## src/design/rle_pkg.sv

```systemverilog
package rle_pkg;

	localparam logic [7:0] CH_OPEN  = 8'h28;
	localparam logic [7:0] CH_COMMA = 8'h2C;
	localparam logic [7:0] CH_CLOSE = 8'h29;
	localparam logic [7:0] CH_ZERO  = 8'h30;

	localparam logic [3:0] MAX_RUN = 4'd9;

	// Tuple queue geometry.
	localparam int unsigned QDEPTH = 4;
	localparam int unsigned QPTR_W = $clog2(QDEPTH);
	localparam int unsigned QCNT_W = $clog2(QDEPTH + 1);

	// Character positions within one tuple.
	localparam logic [2:0] POS_OPEN  = 3'd0;
	localparam logic [2:0] POS_SYM   = 3'd1;
	localparam logic [2:0] POS_COMMA = 3'd2;
	localparam logic [2:0] POS_DIGIT = 3'd3;
	localparam logic [2:0] POS_CLOSE = 3'd4;

	typedef struct packed {
		logic [7:0] sym;
		logic [3:0] len;
		logic       last;
	} tuple_t;

	// Up to two tuples written per beat: first a, then b.
	typedef struct packed {
		logic [1:0] cnt;
		tuple_t     a;
		tuple_t     b;
	} push_t;

	typedef struct packed {
		logic   valid;
		tuple_t entry;
	} head_t;

endpackage

```

## src/design/rle_in_if.sv

```systemverilog
interface rle_in_if;
	logic       valid;
	logic       ready;
	logic [7:0] symbol;
	logic       is_final;

	modport source (output valid, output symbol, output is_final, input ready);
	modport sink   (input valid, input symbol, input is_final, output ready);
endinterface

```

## src/design/rle_out_if.sv

```systemverilog
interface rle_out_if;
	logic       valid;
	logic       ready;
	logic [7:0] out_char;
	logic       end_of_text;

	modport source (output valid, output out_char, output end_of_text, input ready);
	modport sink   (input valid, input out_char, input end_of_text, output ready);
endinterface

```

## src/design/rle_front.sv

```systemverilog
module rle_front
	import rle_pkg::*;
(
	input  logic      clk,
	input  logic      arst_n,
	rle_in_if.sink    raw,
	input  logic      room_two,
	output push_t     push
);

	logic [7:0] run_symbol_q;
	logic [3:0] run_length_q;
	logic       run_open_q;

	logic       accept;
	logic       extend;
	logic       close_old;
	tuple_t     old_t;
	tuple_t     new_t;
	logic [3:0] next_len;

	assign raw.ready = room_two;
	assign accept    = raw.valid && raw.ready;

	assign extend    = run_open_q && (raw.symbol == run_symbol_q) && (run_length_q < MAX_RUN);
	assign close_old = run_open_q && !extend;
	assign next_len  = extend ? (run_length_q + 4'd1) : 4'd1;

	always_comb begin
		old_t.sym  = run_symbol_q;
		old_t.len  = run_length_q;
		old_t.last = 1'b0;
		new_t.sym  = raw.symbol;
		new_t.len  = next_len;
		new_t.last = 1'b1;

		push.a   = old_t;
		push.b   = new_t;
		push.cnt = 2'd0;
		if (accept) begin
			if (close_old && raw.is_final) begin
				push.cnt = 2'd2;
			end else if (raw.is_final) begin
				push.cnt = 2'd1;
				push.a   = new_t;
			end else if (close_old) begin
				push.cnt = 2'd1;
			end
		end
	end

	always_ff @(posedge clk or negedge arst_n) begin
		if (!arst_n) begin
			run_symbol_q <= 8'd0;
			run_length_q <= 4'd0;
			run_open_q   <= 1'b0;
		end else if (accept) begin
			if (raw.is_final) begin
				run_symbol_q <= 8'd0;
				run_length_q <= 4'd0;
				run_open_q   <= 1'b0;
			end else begin
				run_symbol_q <= raw.symbol;
				run_length_q <= next_len;
				run_open_q   <= 1'b1;
			end
		end
	end

endmodule

```

## src/design/rle_queue.sv

```systemverilog
module rle_queue
	import rle_pkg::*;
(
	input  logic  clk,
	input  logic  arst_n,
	input  push_t push,
	input  logic  pop,
	output head_t head,
	output logic  room_two
);

	tuple_t              mem_q [QDEPTH];
	logic [QPTR_W-1:0]   wr_ptr_q;
	logic [QPTR_W-1:0]   rd_ptr_q;
	logic [QCNT_W-1:0]   count_q;
	logic [QPTR_W-1:0]   wr_ptr_b;
	logic                do_pop;

	assign wr_ptr_b    = wr_ptr_q + QPTR_W'(1);
	assign do_pop      = pop && (count_q != '0);
	assign head.valid  = (count_q != '0);
	assign head.entry  = mem_q[rd_ptr_q];
	assign room_two    = (count_q <= QCNT_W'(QDEPTH - 2));

	always_ff @(posedge clk) begin
		if (push.cnt != 2'd0) begin
			mem_q[wr_ptr_q] <= push.a;
		end
		if (push.cnt == 2'd2) begin
			mem_q[wr_ptr_b] <= push.b;
		end
	end

	always_ff @(posedge clk or negedge arst_n) begin
		if (!arst_n) begin
			wr_ptr_q <= '0;
			rd_ptr_q <= '0;
			count_q  <= '0;
		end else begin
			wr_ptr_q <= wr_ptr_q + QPTR_W'(push.cnt);
			if (do_pop) begin
				rd_ptr_q <= rd_ptr_q + QPTR_W'(1);
			end
			count_q <= count_q + QCNT_W'(push.cnt) - QCNT_W'(do_pop);
		end
	end

	a_count_bound: assert property (@(posedge clk) disable iff (!arst_n)
		count_q <= QCNT_W'(QDEPTH))
		else $error("tuple queue count above depth");

	a_no_overflow: assert property (@(posedge clk) disable iff (!arst_n)
		(push.cnt != 2'd0) |-> (count_q <= QCNT_W'(QDEPTH - 2)))
		else $error("tuple written without room");

	a_count_step: assert property (@(posedge clk) disable iff (!arst_n)
		(push.cnt == 2'd0 && !do_pop) |=> $stable(count_q))
		else $error("tuple queue count moved while idle");

endmodule

```

## src/design/rle_back.sv

```systemverilog
module rle_back
	import rle_pkg::*;
(
	input  logic       clk,
	input  logic       arst_n,
	input  head_t      head,
	output logic       pop,
	rle_out_if.source  coded
);

	tuple_t     cur_q;
	logic [2:0] pos_q;
	logic       busy_q;
	logic       done_char;

	assign done_char = busy_q && coded.ready && (pos_q == POS_CLOSE);
	assign pop       = head.valid && (!busy_q || done_char);

	assign coded.valid       = busy_q;
	assign coded.end_of_text = cur_q.last && (pos_q == POS_CLOSE);

	always_comb begin
		unique case (pos_q)
			POS_OPEN:  coded.out_char = CH_OPEN;
			POS_SYM:   coded.out_char = cur_q.sym;
			POS_COMMA: coded.out_char = CH_COMMA;
			POS_DIGIT: coded.out_char = CH_ZERO + {4'd0, cur_q.len};
			default:   coded.out_char = CH_CLOSE;
		endcase
	end

	always_ff @(posedge clk) begin
		if (pop) begin
			cur_q <= head.entry;
		end
	end

	always_ff @(posedge clk or negedge arst_n) begin
		if (!arst_n) begin
			pos_q  <= POS_OPEN;
			busy_q <= 1'b0;
		end else if (pop) begin
			pos_q  <= POS_OPEN;
			busy_q <= 1'b1;
		end else if (done_char) begin
			pos_q  <= POS_OPEN;
			busy_q <= 1'b0;
		end else if (busy_q && coded.ready) begin
			pos_q <= pos_q + 3'd1;
		end
	end

	a_pos_range: assert property (@(posedge clk) disable iff (!arst_n)
		pos_q <= POS_CLOSE)
		else $error("character position out of range");

	a_eot_on_close: assert property (@(posedge clk) disable iff (!arst_n)
		(coded.valid && coded.end_of_text) |-> (coded.out_char == CH_CLOSE))
		else $error("end of text away from closing parenthesis");

	a_pop_when_free: assert property (@(posedge clk) disable iff (!arst_n)
		pop |-> (!busy_q || done_char))
		else $error("tuple taken while one is still being sent");

endmodule

```

## src/design/rle_ascii_tuple_encoder_core.sv

```systemverilog
// Run-length encoder that turns a byte stream into ASCII tuple text. Each run
// of equal bytes leaves as the five characters '(', symbol, ',', count digit,
// ')'; a run is closed at nine bytes so the count is always one digit, and the
// beat that carries is_final closes the open run and flags its ')' with
// end_of_text. The raw side takes one byte per cycle whenever the internal
// tuple queue has two free slots, so runs of repeated bytes stream in at full
// speed. The coded side sends one character per beat, so every closed run
// occupies it for five characters. A line of all-different bytes is therefore
// limited by the output serialiser, while a line of nine-byte runs is limited
// by the raw side at one byte per cycle, as the five characters of each run
// leave while the next nine bytes come in. The byte that closes a run writes
// its tuple into the queue, and the back then loads that tuple from the queue
// head before offering its first character.
// No clearing pass is needed after reset.
module rle_ascii_tuple_encoder_core
	import rle_pkg::*;
(
	input  logic      clk,
	input  logic      arst_n,
	rle_in_if.sink    raw,
	rle_out_if.source coded
);

	// The front tracks the open run and turns each beat into zero, one or two
	// finished tuples; a beat that both breaks a run and ends the line yields
	// the old run followed by the final one.
	push_t push;
	logic  room_two;

	// The queue decouples the run tracker from the character serialiser.
	head_t head;
	logic  pop;

	rle_front u_front (
		.clk      (clk),
		.arst_n   (arst_n),
		.raw      (raw),
		.room_two (room_two),
		.push     (push)
	);

	rle_queue u_queue (
		.clk      (clk),
		.arst_n   (arst_n),
		.push     (push),
		.pop      (pop),
		.head     (head),
		.room_two (room_two)
	);

	// The back takes the next tuple in the same cycle as the last character
	// of the current one is taken, so tuples follow each other without gaps.
	rle_back u_back (
		.clk    (clk),
		.arst_n (arst_n),
		.head   (head),
		.pop    (pop),
		.coded  (coded)
	);

endmodule

```

## src/flat_wrapper.sv

```systemverilog
// flat-port wrapper written by rule: the top's interface ports become plain ports
module rle_ascii_tuple_encoder_core_flat import rle_pkg::*;
  (clk, arst_n, raw_valid, raw_symbol, raw_is_final, raw_ready, coded_valid, coded_out_char, coded_end_of_text, coded_ready);
  rle_in_if raw_i ();
  rle_out_if coded_i ();
  input  logic clk;
  input  logic arst_n;
  input wire logic [$bits(raw_i.valid)-1:0] raw_valid;
  input wire logic [$bits(raw_i.symbol)-1:0] raw_symbol;
  input wire logic [$bits(raw_i.is_final)-1:0] raw_is_final;
  output wire logic [$bits(raw_i.ready)-1:0] raw_ready;
  output wire logic [$bits(coded_i.valid)-1:0] coded_valid;
  output wire logic [$bits(coded_i.out_char)-1:0] coded_out_char;
  output wire logic [$bits(coded_i.end_of_text)-1:0] coded_end_of_text;
  input wire logic [$bits(coded_i.ready)-1:0] coded_ready;
  assign raw_i.valid = raw_valid;
  assign raw_i.symbol = raw_symbol;
  assign raw_i.is_final = raw_is_final;
  assign raw_ready = raw_i.ready;
  assign coded_valid = coded_i.valid;
  assign coded_out_char = coded_i.out_char;
  assign coded_end_of_text = coded_i.end_of_text;
  assign coded_i.ready = coded_ready;
  rle_ascii_tuple_encoder_core u_core (.clk(clk), .arst_n(arst_n), .raw(raw_i), .coded(coded_i));
endmodule
```

## config.mk

```make
export PLATFORM = sky130hd
export DESIGN_NAME = rle_ascii_tuple_encoder_core_flat
export DESIGN_NICKNAME = d
export VERILOG_FILES = /design/src/design/rle_pkg.sv /design/src/design/rle_in_if.sv /design/src/design/rle_out_if.sv /design/src/design/rle_front.sv /design/src/design/rle_queue.sv /design/src/design/rle_back.sv /design/src/design/rle_ascii_tuple_encoder_core.sv /design/src/flat_wrapper.sv
export SDC_FILE = /design/constraint.sdc
export NUM_CORES = 1
export LEC_CHECK = 0
export BUFFER_PORTS_ARGS = -buffer_cell sky130_fd_sc_hd__buf_2
export CAP_MARGIN = 15
export CORE_AREA = 2 2 77 115
export CTS_BUF_LIST = sky130_fd_sc_hd__clkbuf_8
export CTS_CLUSTER_DIAMETER = 200
export DETAILED_ROUTE_END_ITERATION = 10
export DIE_AREA = 0 0 79 117
export GPL_ROUTABILITY_DRIVEN = 1
export PLACE_DENSITY_LB_ADDON = 0.12
export SETUP_SLACK_MARGIN = 0.05
export SYNTH_ARGS = -nofsm -noshare
export SYNTH_HDL_FRONTEND = slang
export SYNTH_SLANG_ARGS = --single-unit
```

## constraint.sdc

```tcl
create_clock -name clk -period 3.04 [get_ports clk]
set_clock_uncertainty 0.1 [all_clocks]
set_input_delay 0.456 -clock clk [delete_from_list [all_inputs] [get_ports clk]]
set_output_delay 0.456 -clock clk [all_outputs]
set_load 0.02 [all_outputs]
```

==> flow_summary.yaml, run 1 <==
worst_setup_path:
  timing.critical_path.required_ns: 3.19
  r2r_cells: 15
  start_kind: "flop"
  path_max_fanout: 7
  path_class: "reg -> reg"
  endpoint_kind: "flop"
  crit_arrival_ns: 3.13
routing:
  vias: 3071
  first_pass_iters: 4
  ant_nets: 0
  drt-initial-drc-count: 148
  vias_per_cell: 5.78
  wl_per_cell_um: 18.4
  routed_wl_mm: 9.77
  remaining_drc_errors: 0
clock_tree:
  cts.htree.levels: 3
  cts.path.max_buffers: 2
  clock-sinks: 89
  numCtsBuffers: 9
  clk_latency_ns: 0.36
  cts_tree: "done"
  clk_pin_slew_ns: 0.09
  ctsRootBufferMaster: "clkbuf_8"
flow_run:
  maxCapViolCount: 0
placement:
  post-dp-hpwl_mm: 7.08
  port_buffers: 23
  place.gp.congestion: 0.902
  place_inst: 508
global_routing:
  grtUsageTotal: 0.222
  grt_max_degree: 25
  antenna_found_initial: 0
  grt_pass1_wl_mm: 15.4
  grt_pass1_vias: 3045
  grt_overflow_total: 0
timing:
  finalCriticalPeriod_ns: 2.99
  rsz0062_at_grt: "yes"
  slew_violations: 0
  worstMarginPinSlew_ns: 0.624
  fin_crit_sh: 0.982
  fmax_mhz: 335
  setup_violations: 0
  hold_violations: 0
  setup-tns-final_ns: 0
  timing.slew.headroom: 0.584
die:
  die_x_um: 79
  core_area_um2: 8310
  initial_core_util: 0.550
  die_height_um: 117
  rows: 41
  ios: 24
  fp.dieArea_um2: 9240
synth:
  ys_warn_count: 0
  synth_nets: 398
  ys_seq_area_frac: 0.550
  async_reset_ff_frac: 0.270
  synth_edf_count: 61
  netlist_area_um2: 4570
  avgSynthCellArea_um2: 12.3
  synth.ff_latch_count: 89
  syn_inst: 371
  ys.flop_type: "edfxtp_1"
  ys_types: 47
layout:
  diodes: 0
  drive_gt1_frac: 0.290
  fin_nets: 446
  fillerInstances: 652
  final_cell_mix: "edfxtp_1, nand2_1, a22o_1"
  area_delta_synth_final_pct: 18.4
  final_cells: 531
  final_common_cell: "edfxtp_1"
pwr:
  peakVddDrop_mv: 0.633
  power_leakage_uw: 0.00208
  powerDensity_nw_per_um2: 797
min_path:
  hold-path-cell-count: 3
  min-delay-path-class: "in -> reg"
outcome:
  outcome: "finished clean"
[sequential cells by signal, indices dropped and copies added, names as in the netlist]
register and cells:
u_core.u_front.run_open_q 1, u_core.u_queue.rd_ptr_q 2, u_core.u_back.pos_q 3, u_core.u_queue.count_q 3, u_core.u_front.run_length_q 4, u_core.u_front.run_symbol_q 8, u_core.u_queue.mem_q 52, u_core.u_queue.wr_ptr_q 2
u_core.u_back.cur_q 13, u_core.u_back.coded.valid 1
[cell families after synthesis]
family,after synthesis,share of synthesized area
fa+ha+maj,14,0.0400
mux,13,0.0641
compound gates,95,0.160
flops,89,0.550
xor+xnor,16,0.0307
simple gates,107,0.121
buf+inv,37,0.0342
[per-stage QoR]
| stage | setup slack (ns) | total power, uW | util | hold slack (ns) | cell area (um2) |
|---|---|---|---|---|---|
| floorplan | -0.0362 | 2930 | - | 0.0604 | 4610 |
| CTS | 0.0328 | 4220 | 0.633 | 0.293 | 5260 |
| global route | -0.0578 | 4590 | 0.651 | 0.309 | 5410 |
| detailed placement | -0.0704 | 3410 | 0.604 | 0.370 | 5020 |
| finish | 0.0550 | 4310 | 0.651 | 0.310 | 5410 |
| global placement | -0.0381 | 3360 | 0.604 | 0.361 | 5020 |
[synth_stat cells (4+ instances only)]
cell type | instances | share of area
nand3_1 | 5 | 0.0055
nand4_1 | 6 | 0.0082
nand2_1 | 43 | 0.035
clkbuf_1 | 13 | 0.011
nor2_1 | 18 | 0.015
a21o_1 | 4 | 0.0066
a21oi_1 | 5 | 0.0055
o21a_1 | 4 | 0.0066
inv_1 | 15 | 0.012
ha_1 | 13 | 0.036
nand2b_1 | 14 | 0.019
edfxtp_1 | 61 | 0.40
o22ai_1 | 8 | 0.011
dfxtp_1 | 4 | 0.018
xor2_1 | 8 | 0.015
o21ai_0 | 19 | 0.021
mux4_2 | 13 | 0.064
buf_2 | 5 | 0.0055
xnor2_1 | 8 | 0.015
o211ai_1 | 6 | 0.0099
a22o_1 | 36 | 0.069
dfrtp_1 | 24 | 0.13
[worst max-delay path, cell delays in order, from the launching register on]
cell and delay, ns:
dfrtp_1 0.40, inv_2 0.08, ha_4 0.13, nand2b_4 0.06
a2111oi_4 0.42, nand3_4 0.12, nand2_4 0.10, ha_4 0.23
nor2_4 0.10, inv_2 0.05, ha_4 0.25, inv_2 0.04
ha_4 0.15, fa_2 0.37, xnor2_2 0.15, xnor2_1 0.12
[where the power goes]
group / total [uW] / internal, uW / switching (uW)
Clock: 798 / 379 / 419
Sequential: 1870 / 1590 / 286
Combinational: 1640 / 776 / 864
Total: 4310 / 2740 / 1570
[final timing paths]
path                                                startpoint                             end  slack [ns]
worst max-delay path            u_core.u_front.run_length_q[0]       u_core.u_queue.count_q[2]        0.05
worst min-delay path                             raw_symbol[1]  u_core.u_front.run_symbol_q[1]        0.31
worst max register to register  u_core.u_front.run_length_q[0]       u_core.u_queue.count_q[2]        0.05
worst min register to register      u_core.u_queue.mem_q[2][0]      u_core.u_queue.mem_q[2][0]        0.39
max in group asynchronous                               arst_n  u_core.u_front.run_symbol_q[0]        1.92
min in group asynchronous                               arst_n          u_core.u_back.pos_q[2]        0.53
[cell type report]
| class | count | area (um2) | area share |
|---|---|---|---|
| Sequential cell | 89 | 2510 | 0.464 |
| Multi-Input combinational cell | 245 | 2040 | 0.378 |
| Timing Repair Buffer | 57 | 462 | 0.0854 |
| Tap cell | 107 | 134 | 0.0248 |
| Clock buffer | 9 | 124 | 0.0229 |
| Clock inverter | 7 | 68.8 | 0.0127 |
| Inverter | 17 | 63.8 | 0.0118 |
[layer usage]
layer	share of wire	global-route usage
met2	0.53	0.394
met3	0.033	0.0368
met5	0	0
met1	0.42	0.272
met4	0.015	0.0862
[timing repair]
action | 4_1_cts | 5_1_grt
setup endpoints to repair | 9 | 72
hold endpoints to repair | 6 | 0
hold buffers | 1 | 0
setup buffers | 2 | 3
gates cloned | 0 | 1
gates resized for setup | 1 | 30
pin swaps | 2 | 14
Power figures use the tool's default switching activity.
==> inputs of run 2 (changes only) <==
==> constraint.sdc (replaced) <==
create_clock -name clk -period 3.04 [get_ports clk]
set_clock_uncertainty 0.1 [all_clocks]
set_input_delay 0.152 -clock clk [delete_from_list [all_inputs] [get_ports clk]]
set_output_delay 0.152 -clock clk [all_outputs]
set_load 0.02 [all_outputs]
==> run 2 against run 1 <==
  * Flip-flop and latch count is the same
  * Cell count fell by 0.38%
  * Die area unchanged
==> flow_summary.yaml, run 2 (synthesis results as in run 1) <==
outcome:
  outcome: "finished clean"
clock_tree:
  cts.htree.levels: 3
  clk_pin_slew_ns: 0.09
  cts_tree: "done"
  ctsRootBufferMaster: "clkbuf_8"
  clk_latency_ns: 0.37
  cts.path.max_buffers: 2
  clock-sinks: 89
  numCtsBuffers: 9
pwr:
  power_leakage_uw: 0.00203
  powerDensity_nw_per_um2: 789
  peakVddDrop_mv: 0.500
routing:
  vias: 3074
  remaining_drc_errors: 0
  ant_nets: 0
  wl_per_cell_um: 18.0
  wl_met1_mm: 4.17
  drt-initial-drc-count: 129
  first_pass_iters: 4
  routed_wl_mm: 9.53
  dr_wl_met2_mm: 4.87
  route.met3.wl_um: 290
  top_layer_used: "met4"
  vias_per_cell: 5.81
global_routing:
  grt_overflow_total: 0
  grt_pass1_vias: 3032
  grt_max_degree: 25
  grtUsageTotal: 0.223
  antenna_found_initial: 0
  grt_pass1_wl_mm: 15.5
timing:
  setup_slack_ns: 0.0549
  fin_crit_sh: 0.982
  setup_violations: 0
  hold_violations: 0
  rsz0062_at_grt: "yes"
  timing.slew.headroom: 0.449
  fmax_mhz: 335
  worstMarginPinSlew_ns: 0.826
  finalCriticalPeriod_ns: 2.99
  setup-tns-final_ns: 0
  slew_violations: 0
die:
  rows: 41
  die_height_um: 117
  fp.dieArea_um2: 9240
  ios: 24
  core_area_um2: 8310
  die_x_um: 79
  initial_core_util: 0.550
worst_setup_path:
  start_kind: "flop"
  timing.critical_path.required_ns: 3.20
  path_max_fanout: 7
  endpoint_kind: "flop"
  crit_arrival_ns: 3.14
  path_class: "reg -> reg"
placement:
  pre_cts_ws_ns: 0.0185
  post-dp-hpwl_mm: 7.02
  place.gp.congestion: 0.883
  port_buffers: 23
layout:
  fillerInstances: 658
  fin_nets: 444
  drive_gt1_frac: 0.265
  final_cell_mix: "edfxtp_1, nand2_1, a22o_1"
  largest_reg_flops: 52
  final_common_cell: "edfxtp_1"
  final_util: 0.643
  diodes: 0
  area_delta_synth_final_pct: 16.9
  multi_input_area_um2: 2030
  regMostFlops: "u_core.u_queue.mem_q"
  reg_top3: "u_core.u_queue.mem_q (52), u_core.u_back.cur_q (13), u_core.u_front.run_symbol_q (8)"
  area.sequential_um2: 2510
flow_run:
  maxCapViolCount: 0
min_path:
  min-delay-path-class: "in -> reg"
## run 2: cell count changes in the layout (fill, tap and decap cells not counted), moves of 3 or more
cell and change:
buf_12 -3, o21ai_1 -3, buf_4 -4, dlygate4sd3_1 +7, clkinvlp_4 +3, o21ai_0 +3
## run 2: routing by layer
metal,vias to the layer above,track usage
li1,1490,-
met1,1493,0.277
met2,75,0.390
met3,16,0.0307
met4,0,0.100
met5,-,0
## run 2: layout make-up
cell class	count	area share
sequential	89	0.470
timing repair buffer	55	0.0797
tap	107	0.0251
clock inverter	7	0.00984
multi-input combinational	245	0.380
inverter	17	0.0119
clock buffer	9	0.0232
## run 2: path summary, 6_finish.rpt
kind / end / cells after the start / slack (ns) / startpoint
worst min register to register: u_core.u_queue.mem_q[3][0] / 1 / 0.39 / u_core.u_queue.mem_q[3][0]
worst max-delay path: u_core.u_queue.count_q[2] / 15 / 0.05 / u_core.u_front.run_length_q[1]
min in group asynchronous: u_core.u_back.pos_q[2] / 2 / 0.20 / arst_n
worst min-delay path: u_core.u_front.run_symbol_q[6] / 3 / 0.01 / raw_symbol[6]
max in group asynchronous: u_core.u_front.run_length_q[3] / 2 / 2.25 / arst_n
worst max register to register: u_core.u_queue.count_q[2] / 15 / 0.05 / u_core.u_front.run_length_q[1]
## run 2: worst max-delay path: stages (launching register included)
cell	delay, ns
dfrtp_1	0.40
inv_2	0.07
ha_4	0.13
nand2b_4	0.06
a2111oi_4	0.42
nand3_4	0.13
nand2_4	0.10
ha_4	0.23
nor2_4	0.12
inv_2	0.05
ha_4	0.25
inv_2	0.04
ha_4	0.15
fa_2	0.37
xnor2_2	0.15
xnor2_1	0.12
## run 2: repair_timing
action | 4_1_cts | 5_1_grt
pin swaps | 2 | 11
gates cloned | 0 | 0
buffers inserted | 2 | 3
hold buffers | 8 | 0
setup endpoints to repair | 5 | 63
hold endpoints to repair | 31 | 0
gates resized for setup | 1 | 22
## run 2: power breakdown
part           internal (uW)  switching, uW  total [uW]
combinational            747            803        1550
clock                    301            446         746
sequential              1590            326        1910
total                   2640           1580        4210
## run 2: per-stage QoR
step	instances	hold slack, ns	cell area (um2)	total power, uW
after floorplan	371	-0.244	4610	2930
after global placement	500	0.0728	4930	3340
after detailed placement	500	0.0830	4930	3390
after CTS	526	0.00703	5230	4150
after global routing	529	0.0238	5340	4470
final	529	0.0148	5340	4210
==> inputs of run 3 (changes only) <==
--- a/config.mk
+++ b/config.mk
@@ -7,11 +7,11 @@
 export LEC_CHECK = 0
 export BUFFER_PORTS_ARGS = -buffer_cell sky130_fd_sc_hd__buf_2
 export CAP_MARGIN = 15
-export CORE_AREA = 2 2 77 115
+export CORE_AREA = 2 2 84 106
 export CTS_BUF_LIST = sky130_fd_sc_hd__clkbuf_8
 export CTS_CLUSTER_DIAMETER = 200
 export DETAILED_ROUTE_END_ITERATION = 10
-export DIE_AREA = 0 0 79 117
+export DIE_AREA = 0 0 86 108
 export GPL_ROUTABILITY_DRIVEN = 1
 export PLACE_DENSITY_LB_ADDON = 0.12
 export SETUP_SLACK_MARGIN = 0.05
==> run 3 against run 2 <==
  * Combinational power rose by 5%
  * Cell count fell by 0.57%
  * Worst setup slack lost 0.016 ns
  * Non-clock buffer count rose by 5
  * Clock power is 19% higher
  * Fmax fell by 0.54%
  * Count of clock-buffer cells in the layout unchanged
  * Sequential power about the same
  * Total power up 4.9%
  * Highest routed layer unchanged
==> flow_summary.yaml, run 3 (synthesis results as in run 1) <==
routing:
  remaining_drc_errors: 0
  drt-initial-drc-count: 180
  routed_wl_mm: 10.1
  dr_wl_met2_mm: 5.07
  route.met3.wl_um: 456
  vias: 3159
  first_pass_iters: 5
  vias_per_cell: 6.01
  wl_met1_mm: 4.27
  wl_per_cell_um: 19.2
  top_layer_used: "met4"
  ant_nets: 0
die:
  ios: 24
  core_area_um2: 8190
  die_x_um: 86
  die_height_um: 108
  initial_core_util: 0.557
  fp.dieArea_um2: 9290
  rows: 37
worst_setup_path:
  path_max_fanout: 7
  timing.critical_path.required_ns: 3.18
  cpMostUsedCell: "ha_4"
  crit_arrival_ns: 3.15
  endpoint_kind: "flop"
  crit_chain: "inv_2 -> ha_4 -> nand2b_4 -> a2111oi_4 -> nand3_4 -> nand2_4 -> ha_4 -> nor2_4 -> inv_2 -> ha_4 -> inv_2 -> ha_4 -> fa_2 -> xnor2_2 -> xnor2_1"
  crit_slowest_cell: "a2111oi_4"
  cpPeakStageDelay_ns: 0.42
  path_class: "reg -> reg"
  start_kind: "flop"
pwr:
  peakVddDrop_mv: 0.526
  powerDensity_nw_per_um2: 812
  power_leakage_uw: 0.00210
timing:
  holdWs_ns: 0.0133
  setup_violations: 0
  worstMarginPinSlew_ns: 0.892
  timing.slew.headroom: 0.406
  rsz0062_at_grt: "yes"
  fin_crit_sh: 0.987
  slew_violations: 0
  hold_violations: 0
  finalCriticalPeriod_ns: 3.00
  fmax_mhz: 333
global_routing:
  grt_max_degree: 25
  grt_pass1_wl_mm: 15.4
  antenna_found_initial: 0
  grt_overflow_total: 0
  grt_pass1_vias: 2999
  grtUsageTotal: 0.224
min_path:
  min-delay-path-class: "in -> reg"
layout:
  diodes: 0
  fin_nets: 451
  regMostFlops: "u_core.u_queue.mem_q"
  drive_gt1_frac: 0.289
  final_cell_mix: "edfxtp_1, nand2_1, a22o_1"
  fillerInstances: 604
  final_common_cell: "edfxtp_1"
  area_delta_synth_final_pct: 19.1
  final_cells: 526
  largest_reg_flops: 52
  reg_top3: "u_core.u_queue.mem_q (52), u_core.u_back.cur_q (13), u_core.u_front.run_symbol_q (8)"
clock_tree:
  clk_latency_ns: 0.36
  clk_pin_slew_ns: 0.09
  numCtsBuffers: 9
  cts_tree: "done"
  cts.htree.levels: 3
  clock-sinks: 89
  cts.path.max_buffers: 2
  ctsRootBufferMaster: "clkbuf_8"
flow_run:
  maxCapViolCount: 0
placement:
  place.gp.congestion: 0.879
  post-dp-hpwl_mm: 7.04
  port_buffers: 23
  place_inst: 490
outcome:
  outcome: "finished clean"
[run 3: changes by cell type in the layout (fill, tap and decap cells not counted), moves of 2 or more]
cell	before	now
buf_4	20	26
clkinv_2	0	3
clkinvlp_4	3	0
bufinv_16	0	2
[run 3: final cells by class]
type / instances / area, um2 / area share
multi-input combinational: 247 / 2070 / 0.381
inverter: 17 / 63.8 / 0.0117
sequential: 89 / 2510 / 0.462
timing repair buffer: 60 / 452 / 0.0830
clock buffer: 9 / 124 / 0.0228
clock inverter: 7 / 92.6 / 0.0170
tap: 97 / 121 / 0.0223
[run 3: worst max-delay path: cells and delay by family (launching register included)]
| family | cells | cell delay, ns |
|---|---|---|
| and+or+nand+nor | 4 | 0.40 |
| xor gates and xnor gates | 2 | 0.27 |
| adders and majority gates | 5 | 1.12 |
| AOI/OAI and AO/OA | 1 | 0.42 |
| DFF | 1 | 0.40 |
| buffers and inverters | 3 | 0.17 |
[run 3: through the flow]
stage | worst slack (ns) | area, um2 | utilization | setup TNS (ns) | total power (uW)
6_report | 0.0388 | 5440 | 0.664 | 0 | 4420
3_5_place_dp | 0.0523 | 4920 | 0.600 | 0 | 3380
3_3_place_gp | 0.0682 | 4920 | 0.600 | 0 | 3340
5_1_grt | -0.0740 | 5440 | 0.664 | -0.136 | 4690
4_1_cts | 0.0387 | 5230 | 0.638 | 0 | 4270
2_1_floorplan | -0.0362 | 4610 | - | -0.0628 | 2930
[run 3: power by group]
part	total [uW]	leakage, uW	switching (uW)	internal [uW]
Clock	886	0.000113	423	463
Sequential	1910	0.000901	326	1590
Combinational	1620	0.00108	832	788
[run 3: repair_timing]
item                       CTS  global route
buffers inserted             1            10
hold buffers                 7             0
pin swaps                    1            15
resized for setup            0            29
hold endpoints to repair    30             0
setup endpoints to repair    6            73
gates cloned                 0             2
[run 3: metal layers]
layer,GRT usage,vias to the layer above
li1,-,1499
met1,0.297,1526
met5,0,-
met2,0.374,109
met3,0.0336,25
met4,0.0850,0
[run 3: final timing paths]
path                       slack (ns)                      startpoint                        endpoint  cells past startpoint
setup / recovery                 0.04  u_core.u_front.run_length_q[1]       u_core.u_queue.count_q[2]                     15
hold / removal                   0.01                   raw_symbol[4]  u_core.u_front.run_symbol_q[4]                      3
setup reg to reg                 0.04  u_core.u_front.run_length_q[1]       u_core.u_queue.count_q[2]                     15
hold reg to reg                  0.38      u_core.u_queue.mem_q[3][0]      u_core.u_queue.mem_q[3][0]                      1
max in group asynchronous        2.18                          arst_n       u_core.u_queue.count_q[0]                      2
min in group asynchronous        0.24                          arst_n          u_core.u_back.pos_q[2]                      2
